`config.mk`:
```
export PLATFORM = sky130hd
export DESIGN_NAME = contact_bounce_timing_meter_flat
export DESIGN_NICKNAME = d
export VERILOG_FILES = /design/src/cbtm_pkg.sv /design/src/cbtm_cmd_if.sv /design/src/cbtm_res_if.sv /design/src/cbtm_cfg_if.sv /design/src/contact_bounce_timing_meter.sv /design/src/cbtm_cfg_regs.sv /design/src/cbtm_in_reg.sv /design/src/cbtm_meas.sv /design/src/cbtm_out_reg.sv /design/src/flat_wrapper.sv
export SDC_FILE = /design/constraint.sdc
export NUM_CORES = 1
export LEC_CHECK = 0
export ABC_AREA = 1
export BUFFER_PORTS_ARGS = -buffer_cell sky130_fd_sc_hd__buf_2
export CORE_MARGIN = 2
export CORE_UTILIZATION = 55
export DETAILED_ROUTE_END_ITERATION = 7
export GPL_ROUTABILITY_DRIVEN = 0
export GPL_TIMING_DRIVEN = 0
export PLACE_DENSITY = 0.83
export SLEW_MARGIN = 20
export SYNTH_ARGS = -nofsm -noshare
export SYNTH_HDL_FRONTEND = slang
export SYNTH_SLANG_ARGS = --single-unit
```
`constraint.sdc`:
```
create_clock -name clk -period 5.1 [get_ports clk]
set_input_delay 0.51 -clock clk [delete_from_list [all_inputs] [get_ports clk]]
set_output_delay 0.51 -clock clk [all_outputs]
set_load 0.005 [all_outputs]
```
`src/cbtm_pkg.sv`:
```
// Shared types, constants and codes of the contact bounce timing meter.
package cbtm_pkg;

	localparam int TIME_BITS  = 20;
	localparam int COUNT_BITS = 16;
	localparam int REG_BITS   = 20;
	localparam int IDX_BITS   = 2;
	localparam int CMP_W      = (TIME_BITS > REG_BITS) ? TIME_BITS : REG_BITS;

	localparam logic [TIME_BITS-1:0]  TIME_MAX  = {TIME_BITS{1'b1}};
	localparam logic [COUNT_BITS-1:0] COUNT_MAX = {COUNT_BITS{1'b1}};

	localparam logic [REG_BITS-1:0] SETTLE_RESET  = REG_BITS'(5000);
	localparam logic [REG_BITS-1:0] TIMEOUT_RESET = REG_BITS'(100000);

	typedef enum logic [IDX_BITS-1:0] {
		REG_SETTLE_TICKS  = 2'd0,
		REG_TIMEOUT_TICKS = 2'd1,
		REG_CLOSED_LEVEL  = 2'd2
	} reg_idx_t;

	typedef enum logic {
		OP_TICK  = 1'b0,
		OP_START = 1'b1
	} opcode_t;

	typedef struct packed {
		opcode_t opcode;
		logic    target_on;
		logic    contact_level;
	} item_t;

	typedef struct packed {
		logic [TIME_BITS-1:0]  first_edge_time;
		logic [TIME_BITS-1:0]  settle_time;
		logic [COUNT_BITS-1:0] edge_count;
		logic                  success;
	} result_t;

	typedef struct packed {
		logic [REG_BITS-1:0] settle_ticks;
		logic [REG_BITS-1:0] timeout_ticks;
		logic                closed_level;
	} cfg_t;

endpackage

```
`src/cbtm_cmd_if.sv`:
```
// Command channel: valid/ready handshake carrying one input item.
interface cbtm_cmd_if;
	logic              valid;
	logic              ready;
	cbtm_pkg::opcode_t opcode;
	logic              target_on;
	logic              contact_level;

	modport source (output valid, output opcode, output target_on, output contact_level,
		input ready);
	modport sink (input valid, input opcode, input target_on, input contact_level,
		output ready);
endinterface

```
`src/cbtm_res_if.sv`:
```
// Result channel: valid/ready handshake carrying one measurement result.
interface cbtm_res_if;
	logic                                  valid;
	logic                                  ready;
	logic [cbtm_pkg::TIME_BITS-1:0]        first_edge_time;
	logic [cbtm_pkg::TIME_BITS-1:0]        settle_time;
	logic [cbtm_pkg::COUNT_BITS-1:0]       edge_count;
	logic                                  success;

	modport source (output valid, output first_edge_time, output settle_time,
		output edge_count, output success, input ready);
	modport sink (input valid, input first_edge_time, input settle_time,
		input edge_count, input success, output ready);
endinterface

```
`src/cbtm_cfg_if.sv`:
```
// Configuration write channel: valid/ready handshake carrying register index and data.
interface cbtm_cfg_if;
	logic                              valid;
	logic                              ready;
	logic [cbtm_pkg::IDX_BITS-1:0]     index;
	logic [cbtm_pkg::REG_BITS-1:0]     data;

	modport source (output valid, output index, output data, input ready);
	modport sink (input valid, input index, input data, output ready);
endinterface

```
`src/contact_bounce_timing_meter.sv`:
```
// Contact bounce timing meter: top level joining input, measurement and result stages.
// A result is offered from the result register once its ending tick has left the input register.
// Throughput: one command transaction per cycle, sustained, while results are taken as offered.
// The input register, the single-pass state update and the result register set this rate.
// Reset (arst_n low, asynchronous) empties both stages, stops any measurement, sets the previous
// contact level to open and loads the settle and timeout registers with 5000 and 100000 ticks.
module contact_bounce_timing_meter (
	input  logic      clk,
	input  logic      arst_n,
	cbtm_cmd_if.sink  cmd,
	cbtm_res_if.source res,
	cbtm_cfg_if.sink  cfg
);
	import cbtm_pkg::*;

	// Configuration writes are always taken; the register file decodes the index.
	cfg_t    cfg_regs;
	logic    valid_s1;
	item_t   item_s1;
	logic    out_free;
	logic    step;
	logic    res_valid;
	result_t res_d;

	assign cfg.ready = 1'b1;

	cbtm_cfg_regs u_cfg_regs (
		.clk      (clk),
		.arst_n   (arst_n),
		.wr_en    (cfg.valid),
		.wr_index (cfg.index),
		.wr_data  (cfg.data),
		.cfg      (cfg_regs)
	);

	// The held command moves into the measurement stage whenever the result register can
	// take whatever that command produces, so a waiting result holds the input register.
	assign step = valid_s1 && out_free;

	cbtm_in_reg u_in_reg (
		.clk      (clk),
		.arst_n   (arst_n),
		.cmd      (cmd),
		.advance  (step),
		.valid_s1 (valid_s1),
		.item_s1  (item_s1)
	);

	// Each step updates the measurement state in one pass: edge detection against the
	// previous sample, edge times and count, then the settle check ahead of the timeout check.
	cbtm_meas u_meas (
		.clk       (clk),
		.arst_n    (arst_n),
		.step      (step),
		.item      (item_s1),
		.cfg       (cfg_regs),
		.res_valid (res_valid),
		.res       (res_d)
	);

	cbtm_out_reg u_out_reg (
		.clk    (clk),
		.arst_n (arst_n),
		.load   (res_valid),
		.res_d  (res_d),
		.free   (out_free),
		.res    (res)
	);

endmodule

```
`src/cbtm_cfg_regs.sv`:
```
// Configuration register file of the contact bounce timing meter.
module cbtm_cfg_regs (
	input  logic          clk,
	input  logic          arst_n,
	input  logic          wr_en,
	input  logic [cbtm_pkg::IDX_BITS-1:0] wr_index,
	input  logic [cbtm_pkg::REG_BITS-1:0] wr_data,
	output cbtm_pkg::cfg_t cfg
);
	import cbtm_pkg::*;

	cfg_t cfg_q;

	always_ff @(posedge clk or negedge arst_n) begin
		if (!arst_n) begin
			cfg_q.settle_ticks  <= SETTLE_RESET;
			cfg_q.timeout_ticks <= TIMEOUT_RESET;
			cfg_q.closed_level  <= 1'b0;
		end else if (wr_en) begin
			unique case (reg_idx_t'(wr_index))
				REG_SETTLE_TICKS:  cfg_q.settle_ticks  <= wr_data;
				REG_TIMEOUT_TICKS: cfg_q.timeout_ticks <= wr_data;
				REG_CLOSED_LEVEL:  cfg_q.closed_level  <= wr_data[0];
				default: ;
			endcase
		end
	end

	assign cfg = cfg_q;

endmodule

```
`src/cbtm_in_reg.sv`:
```
// Input register stage that holds one accepted command for the measurement stage.
module cbtm_in_reg (
	input  logic          clk,
	input  logic          arst_n,
	cbtm_cmd_if.sink      cmd,
	input  logic          advance,
	output logic          valid_s1,
	output cbtm_pkg::item_t item_s1
);
	import cbtm_pkg::*;

	logic  vld_s1;
	item_t itm_s1;

	assign cmd.ready = !vld_s1 || advance;

	always_ff @(posedge clk or negedge arst_n) begin
		if (!arst_n) begin
			vld_s1 <= 1'b0;
		end else if (cmd.ready) begin
			vld_s1 <= cmd.valid;
		end
	end

	always_ff @(posedge clk) begin
		if (cmd.ready && cmd.valid) begin
			itm_s1.opcode        <= cmd.opcode;
			itm_s1.target_on     <= cmd.target_on;
			itm_s1.contact_level <= cmd.contact_level;
		end
	end

	assign valid_s1 = vld_s1;
	assign item_s1  = itm_s1;

endmodule

```
`src/cbtm_meas.sv`:
```
// Measurement state and the single-pass update that edge-detects, times and finishes.
module cbtm_meas (
	input  logic            clk,
	input  logic            arst_n,
	input  logic            step,
	input  cbtm_pkg::item_t item,
	input  cbtm_pkg::cfg_t  cfg,
	output logic            res_valid,
	output cbtm_pkg::result_t res
);
	import cbtm_pkg::*;

	logic                  busy_q;
	logic                  expected_q;
	logic                  prev_level_q;
	logic [TIME_BITS-1:0]  elapsed_q;
	logic [TIME_BITS-1:0]  first_edge_q;
	logic [TIME_BITS-1:0]  last_edge_q;
	logic [COUNT_BITS-1:0] edges_q;

	logic                  is_start;
	logic                  edge_seen;
	logic [TIME_BITS-1:0]  elapsed_n;
	logic [TIME_BITS-1:0]  first_n;
	logic [TIME_BITS-1:0]  last_n;
	logic [COUNT_BITS-1:0] edges_n;
	logic [TIME_BITS-1:0]  quiet;
	logic                  settled;
	logic                  timed_out;

	always_comb begin
		is_start  = (item.opcode == OP_START);
		elapsed_n = (elapsed_q != TIME_MAX) ? elapsed_q + TIME_BITS'(1) : elapsed_q;
		edge_seen = (item.contact_level != prev_level_q);
		first_n   = (edge_seen && edges_q == '0) ? elapsed_n : first_edge_q;
		last_n    = edge_seen ? elapsed_n : last_edge_q;
		edges_n   = (edge_seen && edges_q != COUNT_MAX) ? edges_q + COUNT_BITS'(1) : edges_q;
		// Elapsed never falls behind the last edge, so this difference cannot wrap.
		quiet     = elapsed_n - last_n;
		settled   = (edges_n != '0) && (CMP_W'(quiet) >= CMP_W'(cfg.settle_ticks));
		timed_out = (CMP_W'(elapsed_n) >= CMP_W'(cfg.timeout_ticks)) || (elapsed_n == TIME_MAX);

		res_valid           = step && !is_start && busy_q && (settled || timed_out);
		res.first_edge_time = first_n;
		res.settle_time     = last_n;
		res.edge_count      = edges_n;
		res.success         = settled && (item.contact_level == expected_q);
	end

	always_ff @(posedge clk or negedge arst_n) begin
		if (!arst_n) begin
			busy_q       <= 1'b0;
			expected_q   <= 1'b0;
			prev_level_q <= 1'b1;
			elapsed_q    <= '0;
			first_edge_q <= '0;
			last_edge_q  <= '0;
			edges_q      <= '0;
		end else if (step) begin
			prev_level_q <= item.contact_level;
			if (is_start) begin
				busy_q       <= 1'b1;
				expected_q   <= item.target_on ? cfg.closed_level : !cfg.closed_level;
				elapsed_q    <= '0;
				first_edge_q <= '0;
				last_edge_q  <= '0;
				edges_q      <= '0;
			end else if (busy_q) begin
				busy_q       <= !(settled || timed_out);
				elapsed_q    <= elapsed_n;
				first_edge_q <= first_n;
				last_edge_q  <= last_n;
				edges_q      <= edges_n;
			end
		end
	end

	a_no_edge_no_times: assert property (@(posedge clk) disable iff (!arst_n)
		(edges_q == '0) |-> (first_edge_q == '0 && last_edge_q == '0))
		else $error("edge times set without any edge counted");

	a_edge_order: assert property (@(posedge clk) disable iff (!arst_n)
		(first_edge_q <= last_edge_q) && (last_edge_q <= elapsed_q))
		else $error("edge times out of order");

	a_result_ends_run: assert property (@(posedge clk) disable iff (!arst_n)
		res_valid |=> !busy_q)
		else $error("measurement still running after its result");

	a_start_clears: assert property (@(posedge clk) disable iff (!arst_n)
		(step && is_start) |=> (busy_q && elapsed_q == '0 && edges_q == '0))
		else $error("start did not open a clean measurement");

endmodule

```
`src/cbtm_out_reg.sv`:
```
// Result register that holds a finished measurement until the result channel takes it.
module cbtm_out_reg (
	input  logic              clk,
	input  logic              arst_n,
	input  logic              load,
	input  cbtm_pkg::result_t res_d,
	output logic              free,
	cbtm_res_if.source        res
);
	import cbtm_pkg::*;

	logic    valid_q;
	result_t data_q;

	assign free = !valid_q || res.ready;

	always_ff @(posedge clk or negedge arst_n) begin
		if (!arst_n) begin
			valid_q <= 1'b0;
		end else if (load) begin
			valid_q <= 1'b1;
		end else if (res.ready) begin
			valid_q <= 1'b0;
		end
	end

	always_ff @(posedge clk) begin
		if (load) begin
			data_q <= res_d;
		end
	end

	assign res.valid           = valid_q;
	assign res.first_edge_time = data_q.first_edge_time;
	assign res.settle_time     = data_q.settle_time;
	assign res.edge_count      = data_q.edge_count;
	assign res.success         = data_q.success;

endmodule

```
`src/flat_wrapper.sv`:
```
// flat-port wrapper written by rule: the top's interface ports become plain ports
module contact_bounce_timing_meter_flat import cbtm_pkg::*;
  (clk, arst_n, cmd_valid, cmd_opcode, cmd_target_on, cmd_contact_level, cmd_ready, res_valid, res_first_edge_time, res_settle_time, res_edge_count, res_success, res_ready, cfg_valid, cfg_index, cfg_data, cfg_ready);
  cbtm_cmd_if cmd_i ();
  cbtm_res_if res_i ();
  cbtm_cfg_if cfg_i ();
  input  logic clk;
  input  logic arst_n;
  input wire logic [$bits(cmd_i.valid)-1:0] cmd_valid;
  input wire logic [$bits(cmd_i.opcode)-1:0] cmd_opcode;
  input wire logic [$bits(cmd_i.target_on)-1:0] cmd_target_on;
  input wire logic [$bits(cmd_i.contact_level)-1:0] cmd_contact_level;
  output wire logic [$bits(cmd_i.ready)-1:0] cmd_ready;
  output wire logic [$bits(res_i.valid)-1:0] res_valid;
  output wire logic [$bits(res_i.first_edge_time)-1:0] res_first_edge_time;
  output wire logic [$bits(res_i.settle_time)-1:0] res_settle_time;
  output wire logic [$bits(res_i.edge_count)-1:0] res_edge_count;
  output wire logic [$bits(res_i.success)-1:0] res_success;
  input wire logic [$bits(res_i.ready)-1:0] res_ready;
  input wire logic [$bits(cfg_i.valid)-1:0] cfg_valid;
  input wire logic [$bits(cfg_i.index)-1:0] cfg_index;
  input wire logic [$bits(cfg_i.data)-1:0] cfg_data;
  output wire logic [$bits(cfg_i.ready)-1:0] cfg_ready;
  assign cmd_i.valid = cmd_valid;
  assign cmd_i.opcode = cmd_opcode;
  assign cmd_i.target_on = cmd_target_on;
  assign cmd_i.contact_level = cmd_contact_level;
  assign cmd_ready = cmd_i.ready;
  assign res_valid = res_i.valid;
  assign res_first_edge_time = res_i.first_edge_time;
  assign res_settle_time = res_i.settle_time;
  assign res_edge_count = res_i.edge_count;
  assign res_success = res_i.success;
  assign res_i.ready = res_ready;
  assign cfg_i.valid = cfg_valid;
  assign cfg_i.index = cfg_index;
  assign cfg_i.data = cfg_data;
  assign cfg_ready = cfg_i.ready;
  contact_bounce_timing_meter u_core (.clk(clk), .arst_n(arst_n), .cmd(cmd_i), .res(res_i), .cfg(cfg_i));
endmodule
```
# ---- Word-level counts from Yosys, hierarchy flattened
# Cells that the tools add are included.
dict set report totals {
  in_bits 30
  wordCells 76
  reg_bits 182
}
dict set report op_classes {
  add_sub_neg 3
  magnitude_cmp 2
  n_eq_ne 7
  reduce_logical 28
  n_mux 17
}
# op count
set op_table {}
lappend op_table {{$mux W20} 9}
lappend op_table {{$mux W16} 3}
lappend op_table {{$ge A20 B20 Y1} 2}
lappend op_table {{$add A20 B1 Y20 const B} 1}
lappend op_table {{$eq A20 B20 Y1 const B} 1}
lappend op_table {{$ne A20 B20 Y1 const B} 1}
lappend op_table {{$sub A20 B20 Y20} 1}
lappend op_table {{$add A16 B1 Y16 const B} 1}
lappend op_table {{$logic_not A16 Y1} 1}
lappend op_table {{$ne A16 B16 Y1 const B} 1}
lappend op_table {{$reduce_bool A16 Y1} 1}
lappend op_table {{$reduce_and A2 Y1} 5}
lappend op_table {{$logic_and A1 B1 Y1} 9}
lappend op_table {{$logic_not A1 Y1} 5}
lappend op_table {{$mux W1} 5}
lappend op_table {{$logic_or A1 B1 Y1} 4}
lappend op_table {{$reduce_bool A2 Y1} 2}
lappend op_table {{$eq A2 B1 Y1 const B} 1}
lappend op_table {{$eq A2 B2 Y1 const B} 1}
lappend op_table {{$logic_not A2 Y1} 1}
lappend op_table {{$eq A1 B1 Y1} 1}
lappend op_table {{$ne A1 B1 Y1} 1}

# ---- Depth between registers and ports, before layout
dict set report depth {
  depth_word 10
  ltp_mapped 36
  mapped_depth_nobuf 35
}

# ---- Modules after synthesis
# From an unflattened synthesis, not the netlist that was laid out.
dict set report unflattened {
  hier_cells 1326
  hier_area_um2 10791.6
}
# module seq_area_each_um2 area_per_inst_um2 instances cells_per_inst
set by_module_without_submodules {}
lappend by_module_without_submodules {cbtm_meas 1978.1 7201.9 1 1066}
lappend by_module_without_submodules {cbtm_out_reg 1736.7 1756.7 1 62}
lappend by_module_without_submodules {cbtm_cfg_regs 1039.7 1679.1 1 185}
lappend by_module_without_submodules {cbtm_in_reg 115.1 135.1 1 9}
lappend by_module_without_submodules {contact_bounce_timing_meter 0.0 18.8 1 4}

# ---- Worst setup path before layout
# Ideal clock, no wire load.
dict set report synth_path {
  path_kind {register to register}
  startpoint {register u_core.u_meas.elapsed_q[1]}
  endpoint {register u_core.u_out_reg.data_q (netlist bit u_core.u_out_reg.res.edge_count[0]), enable pin}
  path_stages_with_launch 30
  required_time_ns 4.689
  path_slack_ns -0.311
  setup_ns 0.411
  t_arrival_ns 5.000
  period_less_slack_ns 5.411
  path_cell_list {dfrtp_1 ha_1 nand3_1 nor2_2 nand3_4 buf_4 buf_6 nand2_1 inv_1 nand2_1 o21ai_0 ha_1 a21oi_1 inv_1 a21oi_1 inv_1 a21oi_1 nand2_1 xor2_1 ha_1 nand2_1 inv_1 nand3_1 nor2_1 nand3_1 o2111ai_1 nand2_1 nand4_1 nand2_1 inv_1}
}
dict set report synth_via {
  elab_chain_cells 8
}
# element line
set synth_lines {}
lappend synth_lines {{from (decl)} cbtm_meas.sv:16} ;# logic [TIME_BITS-1:0] elapsed_q;
lappend synth_lines {{from (signal assigned)} cbtm_meas.sv:70} ;# elapsed_q <= elapsed_n;
lappend synth_lines {{$add A20 B1 Y20 or $ne A20 B20 Y1 (tied branches)} cbtm_meas.sv:33} ;# elapsed_n = (elapsed_q != TIME_MAX) ? elapsed_q + TIME_BITS'(1) : elapsed_q;
lappend synth_lines {{$mux W20 *} cbtm_meas.sv:33}
lappend synth_lines {{$mux W20} cbtm_meas.sv:36} ;# last_n = edge_seen ? elapsed_n : last_edge_q;
lappend synth_lines {{$sub A20 B20 Y20} cbtm_meas.sv:39} ;# quiet = elapsed_n - last_n;
lappend synth_lines {{$ge A20 B20 Y1} cbtm_meas.sv:40} ;# settled = (edges_n != '0) && (CMP_W'(quiet) >= CMP_W'(cfg.settle_ticks));
lappend synth_lines {{$logic_and A1 B1 Y1} cbtm_meas.sv:40}
lappend synth_lines {{$logic_or A1 B1 Y1 *} cbtm_meas.sv:43} ;# res_valid = step && !is_start && busy_q && (settled || timed_out);
lappend synth_lines {{$logic_and A1 B1 Y1 *} cbtm_meas.sv:43}
lappend synth_lines {{via u_core.res_valid} contact_bounce_timing_meter.sv:22} ;# logic res_valid;
lappend synth_lines {{to (signal assigned)} cbtm_out_reg.sv:29} ;# data_q <= res_d;
lappend synth_lines {{to (decl)} cbtm_out_reg.sv:13} ;# result_t data_q;
# The timed path passes the listed nets; every way through them passes the cells marked *.
# A chain may end at the register's enable or synchronous reset.

==> impl_metrics.json <==
{
  "drv_cap": 0,
  "ys_seq_area_share_pct": 46.2,
  "synth.area.top_cells": "dfrtp_1, edfxtp_1, nand2_1, inv_1, ha_1",
  "cp-start-kind": "flip-flop",
  "final_util_pct": 67.6,
  "tritoncts": "done",
  "setup_violations": 57,
  "grt_pass1_wl_um": 43900,
  "clkSinkCount": 182,
  "portBuffers": 88,
  "core.rowCount": 50,
  "grt_max_degree": 76,
  "hpwl_um": 19900,
  "critPathSlowestCell": "dfrtp_1",
  "cp.arrival_ns": 5.60,
  "wirelength_um": 30500,
  "synth_common_cells": "nand2_1, inv_1, dfrtp_1",
  "syn_nets": 1393,
  "synth_edf_count": 60,
  "vias": 10009,
  "max_freq_ghz": 0.186,
  "synth_flop_cell": "dfrtp_1",
  "antenna_found_initial": 0,
  "syn_area_mm2": 0.0105,
  "fin_nets": 1541,
  "antenna_cells": 0,
  "worstMarginPinSlew_ns": 0.769,
  "place_ws_ns": -1.55,
  "fp.dieH_um": 142,
  "drc": 0,
  "postRouteAntennaNets": 0,
  "maxSlewHeadroom_pct": 48.8,
  "hold_violations": 10,
  "grt_pass1_vias": 8909,
  "yosysTopAreaCellShare_pct": 26.1,
  "insertion_delay_ns": 0.45,
  "period_needed_ns": 5.39,
  "ys_warn_count": 0,
  "synth-seq-cells": 182,
  "syn_avg_cell_area_um2": 8.05,
  "hold_slack_ns": -0.00734,
  "cp_common_cell": "nor2_1",
  "slew_violations": 0,
  "io_pins": 90,
  "syn_inst": 1308,
  "async_flop_share_pct": 67.0,
  "wl_met2_um": 13800,
  "slowest_delay_ns": 0.41,
  "cts_buffer_depth": 2,
  "top_layer": "met4",
  "path_clk_slew_ns": 0.07,
  "h-tree-depth": 4,
  "yosysMostFrequentCell": "nand2_1",
  "crit_path_max_fanout": 15,
  "critPathCaptureType": "flip-flop",
  "syn2layout_area_growth_pct": 20.5,
  "reg2reg_setup_slack_ns": -0.29,
  "die_w_um": 142,
  "crit_required_ns": 5.31,
  "yosysTopAreaCell": "dfrtp_1",
  "violations": "hold timing, setup timing",
  "m1WireLength_um": 11600,
  "cts_root_buffer": "clkbuf_16",
  "drt_first_pass_iters": 7,
  "dr_wl_met3_um": 3140,
  "crit_type": "reg -> reg",
  "post-route-period-util_pct": 106,
  "core_mm2": 0.0188,
  "fin_ws_ns": -0.289,
  "avgRoutedWirePerCell_um": 17.9,
  "synth.distinct_cells": 51,
  "layout-drive-gt1-share_pct": 21.4,
  "status": "complete, but fails checks",
  "initial_core_util_pct": 56.1,
  "grt-ovfl-total": 0,
  "vias_per_cell": 5.88,
  "ir_worst_vdd_v": 0.000318,
  "cts_inserted_buffers": 17,
  "leakage_nw": 6.22,
  "dr.first_iter.drc_count": 1306,
  "grt_use_total_pct": 27.8,
  "clock_skew_ns": 0.0122,
  "powerDensity_mw_per_mm2": 442,
  "hold_path.class": "in -> async",
  "die_area_mm2": 0.0203
}
report_power, final:
part	total, W	switching [W]	internal (W)
sequential	0.00184	0.0000962	0.00175
clock	0.00126	0.000623	0.000640
combinational	0.00251	0.00165	0.000857
metal layers:
| metal | vias up | global-route usage, % |
|---|---|---|
| li1 | 4520 | - |
| met1 | 4651 | 36.2 |
| met2 | 649 | 45.1 |
| met3 | 189 | 6.19 |
| met4 | 0 | 12.0 |
| met5 | - | 0 |
critical path: cells and delay by family, from the launching register on:
family,cells,cell delay (ns)
xor gates and xnor gates,1,0.38
AOI/OAI and AO/OA,5,0.73
DFF,1,0.41
buffers and inverters,5,0.60
adders and majority gates,3,0.76
and+or+nand+nor,14,2.27
final cells by class:
class	instances	area, µm²
buffer	37	186
clock buffer	19	433
clock inverter	13	114
fill	1399	6070
inverter	259	976
multi-input combinational	830	5010
sequential	182	4870
tap	234	293
timing repair buffer	126	785
timing repair inverter	3	22.5
kinds of logic after synthesis:
| kind of cell | count (synthesis) | share of synthesized area, % |
|---|---|---|
| adders and majority gates | 55 | 6.53 |
| buffers and inverters | 296 | 10.8 |
| other | 1 | 0.0356 |
| AOI/OAI and AO/OA | 238 | 12.6 |
| and+or+nand+nor | 500 | 20.7 |
| xor gates and xnor gates | 36 | 3.06 |
| DFF | 182 | 46.2 |
what timing repair did:
action,CTS,global route
setup endpoints to repair,59,59
cloned,3,0
pin swaps,9,30
hold buffers,0,0
gates resized for setup,48,89
setup buffers,17,22
registers in the layout (all words and copies together) (netlist names), 3 cells and up:
register / count
u_core.u_cfg_regs.cfg: 41
u_core.u_out_reg.res.edge_count: 16
u_core.u_meas.edges_q: 16
u_core.u_meas.elapsed_q: 20
u_core.u_out_reg.res.first_edge_time: 20
u_core.u_in_reg.item_s1: 3
u_core.u_meas.last_edge_q: 20
u_core.u_out_reg.res.settle_time: 20
u_core.u_meas.first_edge_q: 20
placed cells by master (no fill, tap or decap), types with 4 or more instances in the layout:
master,instances
ha_4,9
nor2_1,75
nor3_2,5
nor2_2,9
nand3_1,48
nand4_1,18
clkbuf_16,17
o21ai_1,8
inv_1,247
xor2_1,28
nor3_1,12
o21ai_4,4
nor2_4,7
nand2_2,24
dfstp_2,12
clkinvlp_4,7
a21oi_2,13
xor2_2,4
inv_2,10
o21ai_2,11
o21ai_0,84
o22ai_1,52
a21oi_1,52
inv_6,5
buf_6,5
nand3_2,5
dfrtp_2,4
buf_2,91
edfxtp_1,60
o21a_1,4
nand2_4,13
nand2_1,268
buf_4,36
clkbuf_1,25
ha_1,45
dfrtp_1,106
path summary, 6_finish.rpt:
check	from	to	cells after the start
setup / recovery	u_core.u_meas.elapsed_q[0]	u_core.u_out_reg.res.first_edge_time[19]	28
hold / removal	arst_n	u_core.u_cfg_regs.cfg[14]	1
setup reg to reg	u_core.u_meas.elapsed_q[0]	u_core.u_out_reg.res.first_edge_time[19]	28
hold reg to reg	u_core.u_cfg_regs.cfg[12]	u_core.u_cfg_regs.cfg[12]	2
max in group asynchronous	arst_n	u_core.u_meas.elapsed_q[18]	2
min in group clk	cmd_contact_level	u_core.u_in_reg.item_s1[0]	1
per-stage QoR:
| step | hold slack (ns) | setup TNS [ns] | area [µm²] | total power [W] | instances |
|---|---|---|---|---|---|
| floorplan | 0.214 | 0 | 10500 | 0.00332 | 1308 |
| global placement | 0.455 | -78.88 | 11300 | 0.00387 | 1630 |
| detailed placement | 0.459 | -88.02 | 11300 | 0.00395 | 1631 |
| CTS | 0.00803 | 0 | 12100 | 0.00532 | 1681 |
| global route | 0.0175 | -20.33 | 12700 | 0.00593 | 1703 |
| finish | -0.00734 | -15.59 | 12700 | 0.00561 | 1703 |
Power figures use the tool's default switching activity.
